**src/design/nat_ipv4_header_rewrite_core_macros.svh**
```systemverilog
// assertion macros for the nat header rewrite core
// no dependencies; included by modules that carry concurrent checks
`ifndef NAT_IPV4_HEADER_REWRITE_CORE_MACROS_SVH
`define NAT_IPV4_HEADER_REWRITE_CORE_MACROS_SVH
`ifndef ASSERT_OFF
// check an implication on every rising clock edge outside reset
`define NATR_ASSERT_IMPL(lbl, clk, rst_n, ante, cons) \
    lbl: assert property (@(posedge clk) disable iff (!rst_n) (ante) |-> (cons)) \
        else $error("natr assertion failed");
// check that a condition never holds outside reset
`define NATR_ASSERT_NEVER(lbl, clk, rst_n, cond) \
    lbl: assert property (@(posedge clk) disable iff (!rst_n) !(cond)) \
        else $error("natr assertion failed");
`else
`define NATR_ASSERT_IMPL(lbl, clk, rst_n, ante, cons)
`define NATR_ASSERT_NEVER(lbl, clk, rst_n, cond)
`endif
`endif

```
**src/design/natr_pkg.sv**
```systemverilog
// types, status codes and checksum helpers for the nat header rewrite core
// no dependencies; used by natr_decode and nat_ipv4_header_rewrite_core
package natr_pkg;

    // status codes
    localparam logic [1:0] ST_OK     = 2'd0;
    localparam logic [1:0] ST_NO_HDR = 2'd1;
    localparam logic [1:0] ST_NO_TCP = 2'd2;

    // mode flag bit positions
    localparam int FLAG_IPSRC = 0;
    localparam int FLAG_IPDST = 1;
    localparam int FLAG_L4SRC = 2;
    localparam int FLAG_L4DST = 3;
    localparam int FLAG_SEQ   = 4;
    localparam int FLAG_ACK   = 5;
    localparam int FLAG_CSUM  = 6;

    // number of register stages from accept to result strobe
    localparam int LATENCY = 5;

    typedef struct packed {
        logic [6:0]  mode_flags;
        logic        headers_found;
        logic        is_tcp;
        logic [63:0] old_addresses;
        logic [63:0] new_addresses;
        logic [31:0] old_ports;
        logic [31:0] new_ports;
        logic [63:0] old_seq_ack;
        logic [31:0] seq_ack_deltas;
        logic [31:0] old_checksums;
    } t_cmd;

    typedef struct packed {
        logic [1:0]  status;
        logic [63:0] out_addresses;
        logic [31:0] out_ports;
        logic [63:0] out_seq_ack;
        logic [15:0] out_ip_checksum;
        logic [15:0] out_l4_checksum;
    } t_result;

    // per-item rewrite enables, decided once at entry
    typedef struct packed {
        logic src;
        logic dst;
        logic port;
        logic seq;
        logic ack;
        logic csm;
    } t_en;

    // data carried between pipeline stages
    typedef struct packed {
        logic [1:0]  status;
        t_en         en;
        logic [63:0] addr;
        logic [31:0] old_dst;
        logic [31:0] ports;
        logic [31:0] old_ports;
        logic [63:0] seq_ack;
        logic [63:0] old_seq_ack;
        logic [15:0] ip_ck;
        logic [15:0] l4_ck;
    } t_pipe;

    // incremental ones' complement checksum update for one 32-bit word
    function automatic logic [15:0] csum_adjust(input logic [15:0] sum,
                                                input logic [31:0] oldw,
                                                input logic [31:0] neww);
        logic [18:0] acc;
        logic [16:0] f1;
        logic [16:0] f2;
        acc = {3'd0, ~sum} + {3'd0, ~oldw[31:16]} + {3'd0, ~oldw[15:0]}
            + {3'd0, neww[31:16]} + {3'd0, neww[15:0]};
        f1 = {1'b0, acc[15:0]} + {14'd0, acc[18:16]};
        f2 = {1'b0, f1[15:0]} + {16'd0, f1[16]};
        return ~f2[15:0];
    endfunction

    // add a sign-extended 16-bit delta modulo 2^32
    function automatic logic [31:0] add_delta(input logic [31:0] v,
                                              input logic [15:0] d);
        return v + {{16{d[15]}}, d};
    endfunction

endpackage

```
**src/design/natr_decode.sv**
```systemverilog
// entry stage: decodes the mode flags, picks new fields, adds deltas
// and applies the source address checksum update; depends on natr_pkg
module natr_decode (
    input  logic            i_clk,
    input  logic            i_rst_n,
    input  logic            i_valid,
    input  natr_pkg::t_cmd  i_cmd,
    output logic            o_valid,
    output natr_pkg::t_pipe o_stage
);
    import natr_pkg::*;

    logic  r_valid;
    t_pipe r_stage;
    t_pipe n_stage;
    t_en   en;
    logic  seq_ack_req;

    // rewrite enables, all gated by the header check except the checksum enable csm
    always_comb begin
        en.src  = i_cmd.headers_found & i_cmd.mode_flags[FLAG_IPSRC];
        en.dst  = i_cmd.headers_found & i_cmd.mode_flags[FLAG_IPDST];
        en.port = i_cmd.headers_found
                & (i_cmd.mode_flags[FLAG_L4SRC] | i_cmd.mode_flags[FLAG_L4DST]);
        en.seq  = i_cmd.headers_found & i_cmd.is_tcp & i_cmd.mode_flags[FLAG_SEQ];
        en.ack  = i_cmd.headers_found & i_cmd.is_tcp & i_cmd.mode_flags[FLAG_ACK];
        en.csm  = i_cmd.mode_flags[FLAG_CSUM];
        seq_ack_req = i_cmd.mode_flags[FLAG_SEQ] | i_cmd.mode_flags[FLAG_ACK];
    end

    // new field values and first checksum step
    always_comb begin
        n_stage.en          = en;
        n_stage.old_dst     = i_cmd.old_addresses[31:0];
        n_stage.old_ports   = i_cmd.old_ports;
        n_stage.old_seq_ack = i_cmd.old_seq_ack;

        priority if (!i_cmd.headers_found) begin
            n_stage.status = ST_NO_HDR;
        end else if (seq_ack_req && !i_cmd.is_tcp) begin
            n_stage.status = ST_NO_TCP;
        end else begin
            n_stage.status = ST_OK;
        end

        n_stage.addr[63:32] = en.src ? i_cmd.new_addresses[63:32]
                                     : i_cmd.old_addresses[63:32];
        n_stage.addr[31:0]  = en.dst ? i_cmd.new_addresses[31:0]
                                     : i_cmd.old_addresses[31:0];

        n_stage.ports[31:16] = (en.port && i_cmd.mode_flags[FLAG_L4SRC])
                             ? i_cmd.new_ports[31:16] : i_cmd.old_ports[31:16];
        n_stage.ports[15:0]  = (en.port && i_cmd.mode_flags[FLAG_L4DST])
                             ? i_cmd.new_ports[15:0] : i_cmd.old_ports[15:0];

        n_stage.seq_ack[63:32] = en.seq
            ? add_delta(i_cmd.old_seq_ack[63:32], i_cmd.seq_ack_deltas[31:16])
            : i_cmd.old_seq_ack[63:32];
        n_stage.seq_ack[31:0]  = en.ack
            ? add_delta(i_cmd.old_seq_ack[31:0], i_cmd.seq_ack_deltas[15:0])
            : i_cmd.old_seq_ack[31:0];

        n_stage.ip_ck = en.src
            ? csum_adjust(i_cmd.old_checksums[31:16], i_cmd.old_addresses[63:32],
                          i_cmd.new_addresses[63:32])
            : i_cmd.old_checksums[31:16];
        n_stage.l4_ck = (en.src && en.csm)
            ? csum_adjust(i_cmd.old_checksums[15:0], i_cmd.old_addresses[63:32],
                          i_cmd.new_addresses[63:32])
            : i_cmd.old_checksums[15:0];
    end

    // stage valid
    always_ff @(posedge i_clk) begin
        if (!i_rst_n) begin
            r_valid <= 1'b0;
        end else begin
            r_valid <= i_valid;
        end
    end

    // stage payload
    always_ff @(posedge i_clk) begin
        r_stage <= n_stage;
    end

    assign o_valid = r_valid;
    assign o_stage = r_stage;

endmodule

```
**src/design/nat_ipv4_header_rewrite_core.sv**
```systemverilog
// nat ipv4 header rewrite core: five-stage pipeline, one header per cycle
// result strobe o_done follows the start transfer through the decode register and stages 2 to 5
// throughput: one transfer per cycle, busy stays low; one l4 checksum word per stage
// the receiver cannot stall; results are shown for exactly one cycle
// reset: synchronous active-low i_rst_n clears all stage valid bits
// depends on natr_pkg, natr_decode and the macros header
`include "nat_ipv4_header_rewrite_core_macros.svh"
module nat_ipv4_header_rewrite_core (
    input  logic              i_clk,
    input  logic              i_rst_n,
    input  logic              start,
    input  natr_pkg::t_cmd    i_cmd,
    output logic              busy,
    output logic              o_done,
    output natr_pkg::t_result o_result
);
    import natr_pkg::*;

    logic  s1_valid;
    t_pipe s1;
    logic  r_v2, r_v3, r_v4, r_v5;
    t_pipe r_s2, r_s3, r_s4, r_s5;
    t_pipe n_s2, n_s3, n_s4, n_s5;

    // entry stage
    natr_decode u_decode (
        .i_clk   (i_clk),
        .i_rst_n (i_rst_n),
        .i_valid (start & ~busy),
        .i_cmd   (i_cmd),
        .o_valid (s1_valid),
        .o_stage (s1)
    );

    // stage 2: destination address on the ip checksum, and on the l4 checksum when csm is set
    always_comb begin
        n_s2 = s1;
        if (s1.en.dst) begin
            n_s2.ip_ck = csum_adjust(s1.ip_ck, s1.old_dst, s1.addr[31:0]);
        end
        if (s1.en.dst && s1.en.csm) begin
            n_s2.l4_ck = csum_adjust(s1.l4_ck, s1.old_dst, s1.addr[31:0]);
        end
    end

    // stage 3: port word on the l4 checksum
    always_comb begin
        n_s3 = r_s2;
        if (r_s2.en.port && r_s2.en.csm) begin
            n_s3.l4_ck = csum_adjust(r_s2.l4_ck, r_s2.old_ports, r_s2.ports);
        end
    end

    // stage 4: sequence number on the l4 checksum
    always_comb begin
        n_s4 = r_s3;
        if (r_s3.en.seq && r_s3.en.csm) begin
            n_s4.l4_ck = csum_adjust(r_s3.l4_ck, r_s3.old_seq_ack[63:32],
                                     r_s3.seq_ack[63:32]);
        end
    end

    // stage 5: acknowledgement number on the l4 checksum
    always_comb begin
        n_s5 = r_s4;
        if (r_s4.en.ack && r_s4.en.csm) begin
            n_s5.l4_ck = csum_adjust(r_s4.l4_ck, r_s4.old_seq_ack[31:0],
                                     r_s4.seq_ack[31:0]);
        end
    end

    // valid bits travel with the data
    always_ff @(posedge i_clk) begin
        if (!i_rst_n) begin
            r_v2 <= 1'b0;
            r_v3 <= 1'b0;
            r_v4 <= 1'b0;
            r_v5 <= 1'b0;
        end else begin
            r_v2 <= s1_valid;
            r_v3 <= r_v2;
            r_v4 <= r_v3;
            r_v5 <= r_v4;
        end
    end

    // stage payloads
    always_ff @(posedge i_clk) begin
        r_s2 <= n_s2;
        r_s3 <= n_s3;
        r_s4 <= n_s4;
        r_s5 <= n_s5;
    end

    // result
    assign busy   = 1'b0;
    assign o_done = r_v5;
    always_comb begin
        o_result.status          = r_s5.status;
        o_result.out_addresses   = r_s5.addr;
        o_result.out_ports       = r_s5.ports;
        o_result.out_seq_ack     = r_s5.seq_ack;
        o_result.out_ip_checksum = r_s5.ip_ck;
        o_result.out_l4_checksum = r_s5.l4_ck;
    end

    // checks
    `NATR_ASSERT_IMPL(a_latency, i_clk, i_rst_n, start && !busy, ##5 o_done)
    `NATR_ASSERT_IMPL(a_nohdr_pass, i_clk, i_rst_n, o_done && o_result.status == ST_NO_HDR, o_result.out_addresses == $past(i_cmd.old_addresses, 5))
    `NATR_ASSERT_IMPL(a_notcp_ack, i_clk, i_rst_n, o_done && o_result.status == ST_NO_TCP, o_result.out_seq_ack[31:0] == $past(i_cmd.old_seq_ack[31:0], 5))
    `NATR_ASSERT_NEVER(a_bad_status, i_clk, i_rst_n, o_done && o_result.status != ST_OK && o_result.status != ST_NO_HDR && o_result.status != ST_NO_TCP)

endmodule
```
**config.mk**
```make
export PLATFORM = sky130hd
export DESIGN_NAME = nat_ipv4_header_rewrite_core
export DESIGN_NICKNAME = d
export VERILOG_FILES = /design/src/design/natr_pkg.sv /design/src/design/natr_decode.sv /design/src/design/nat_ipv4_header_rewrite_core.sv
export VERILOG_INCLUDE_DIRS = /design/src /design/src/design
export SDC_FILE = /design/constraint.sdc
export NUM_CORES = 2
export LEC_CHECK = 0
export BUFFER_PORTS_ARGS = -buffer_cell sky130_fd_sc_hd__buf_2
export CAP_MARGIN = 20
export CORE_ASPECT_RATIO = 0.8
export CORE_MARGIN = 1
export CORE_UTILIZATION = 30
export DETAILED_ROUTE_END_ITERATION = 12
export PLACE_DENSITY = 0.49
export SLEW_MARGIN = 20
export SYNTH_ARGS = -nofsm -noshare
export SYNTH_HDL_FRONTEND = slang
export SYNTH_SLANG_ARGS = --single-unit
```
**constraint.sdc**
```tcl
create_clock -name i_clk -period 12.45 [get_ports i_clk]
set_clock_uncertainty 0.1 [all_clocks]
set_input_delay 1.245 -clock i_clk [delete_from_list [all_inputs] [get_ports i_clk]]
set_output_delay 1.245 -clock i_clk [all_outputs]
set_load 0.02 [all_outputs]
```
==> flow_summary.yaml <==
setup_path:
  slowest_stage: "fa_1"
  worstPathMaxFanout: 8
  required_ns: 12.98
  r2r-start: "r_s2[1]"
  reg2reg_setup_slack_ns: 3.56
  cp_num_buf_inv: 6
  max_stage_delay_ns: 0.48
  critPathKind: "input port to register"
  path_depth: 47
  worstPathArrival_ns: 10.26
  critPathCaptureType: "register"
  cp-start-kind: "input port"
  r2r_end: "r_s3[13]"
  worst_r2r_path_depth: 35
  crit_family: "compound AO/OA/AOI/OAI gates"
min_path:
  hold_path_depth: 0
  hold_end: "n_s3[308]"
  hold_start: "u_decode.o_stage[308]"
  hold_path_class: "register to register"
grt:
  antenna_found_initial: 28
  grtUsageMet2_pct: 28.1
  met1_usage_pct: 19.8
  busiest_layer: "met2"
  grt_max_degree: 75
  grt_usage_pct: 16.0
  grt_use_met3_pct: 3.54
  grt-ovfl-total: 0
  grt_pass1_vias: 31900
  grt_pass1_wl_um: 198000
drt:
  viasPerCell: 4.34
  drc: 0
  finalWirelength_um: 134000
  wl_per_cell_um: 18.6
  first_pass_iters: 7
  dr.first_iter.drc_count: 1499
  postRouteAntennaNets: 0
  dr_total_vias: 31200
synth:
  yosys_warnings: 0
  syn_nets: 5206
  ys.flop_type: "dfxtp_1"
  netlist_area_sq_um: 49700
  synth_area_per_cell_sq_um: 11.5
  async_flop_share_pct: 0
  synth_cell_types: 86
  synth_seq_cells: 1309
  ys_seq_area_share_pct: 52.7
  synth_edf_count: 0
  syn_inst: 4304
clocking:
  postCtsSetupBuffers: 0
  cts_root_buf: "clkbuf_16"
  cts_resized: 0
  cts_max_path_buffers: 3
  cts_tree: "built"
  clock_latency_ns: 0.78
  cts-hold-fix-buffers: 0
  cts_buffers: 136
  path_clk_slew_ns: 0.07
  cts-htree-levels: 4
  cts_sinks: 1309
sta:
  setup_viol: 0
  tightest_slew_ns: 0.956
  max_freq_mhz: 103
  finalHoldViolCount: 0
  fin_tns_setup_ns: 0
  fin_crit_ns: 9.74
  slew_headroom_pct: 36.1
  period_share_pct: 78.2
  rsz0062_at_grt: "no"
  drv_slew: 0
die:
  rows: 133
  dieArea_sq_um: 167000
  die_w_um: 457
  core_sq_um: 164000
  io_pins: 528
  die_h_um: 366
  start_util_pct: 30.2
run_status:
  run_status: "finished clean"
layout:
  final_cell_mix: "dfxtp_1 (1309), buf_2 (526), inv_1 (456), fa_1 (310), nand2_1 (280)"
  layout_commonest_cell: "dfxtp_1"
  finish.utilization_pct: 36.2
  area_growth_pct: 19.8
  finish.net_count: 5825
  layout-drive-gt1-share_pct: 17.6
job:
  maxCapViolations: 0
placed_design:
  port-buffer-count: 526
  place_congestion: 0.848
  hpwl_um: 110000
-- metrics by stage --
| step | cell area, sq um | std cells | hold WS [ns] | setup WS [ns] |
|---|---|---|---|---|
| floorplan | 49700 | 4304 | 0.210 | 3.34 |
| global placement | 54900 | 6945 | 0.210 | 2.01 |
| detailed placement | 54900 | 6945 | 0.212 | 1.94 |
| CTS | 59500 | 7191 | 0.214 | 2.77 |
| global route | 59500 | 7192 | 0.217 | 2.00 |
| finish | 59500 | 7193 | 0.206 | 2.71 |
-- per-layer routing --
metal,vias up,part of all wire (%)
met5,-,0.090
met2,644,50
li1,15400,-
met1,14900,43
met3,201,4.6
met4,20,1.9
-- Yosys cell counts, types with 49 or more instances --
cell type     n  area share, %
xnor2_1     197            3.5
dfxtp_1    1309             53
o21ai_0     226            2.3
nand2_1     281            2.1
a21oi_1     171            1.7
mux2_2       91            2.1
clkbuf_1     49           0.37
nor3_1       54           0.54
ha_1        260            6.5
fa_1        310             12
xor2_1      116            2.0
nand3_1      80           0.81
nor2_1      158            1.2
inv_1       456            3.4
a21o_1       82            1.2
-- how the worst max path moves through the flow --
stage	endpoint	slack [ns]	startpoint
floorplan	u_decode.o_stage[14]	3.34	i_cmd[304]
global placement	u_decode.o_stage[14]	2.01	i_cmd[304]
detailed placement	u_decode.o_stage[14]	1.94	i_cmd[304]
CTS	u_decode.o_stage[14]	2.77	i_cmd[304]
global route	u_decode.o_stage[14]	2.00	i_cmd[0]
finish	u_decode.o_stage[14]	2.71	i_cmd[304]
-- cells by family after synthesis --
kind of cell | share of synthesized area (%)
DFF | 52.7
and+or+nand+nor | 7.55
AOI/OAI and AO/OA | 9.07
adders and majority gates | 19.1
buffers and inverters | 3.87
xor gates and xnor gates | 5.52
muxes | 2.20
other | 0.00755
-- flip-flops by register name, indices dropped and copies added, names as in the netlist, 16 cells and up --
name,count
u_decode.o_stage,327
n_s3,278
n_s4,245
n_s5,212
o_result,194
r_s2,16
r_s3,16
r_s4,16
-- area by class of cell --
cell class | count | area (sq um)
clock inverter | 66 | 863
timing repair buffer | 536 | 2710
antenna | 2 | 5.00
sequential | 1309 | 26200
tap | 2160 | 2700
inverter | 456 | 1710
clock buffer | 180 | 3750
fill | 16400 | 105000
multi-input combinational | 2484 | 21600
Power is not shown: default switching activity piles up to over one toggle a cycle in this logic, so the estimate is an artifact.
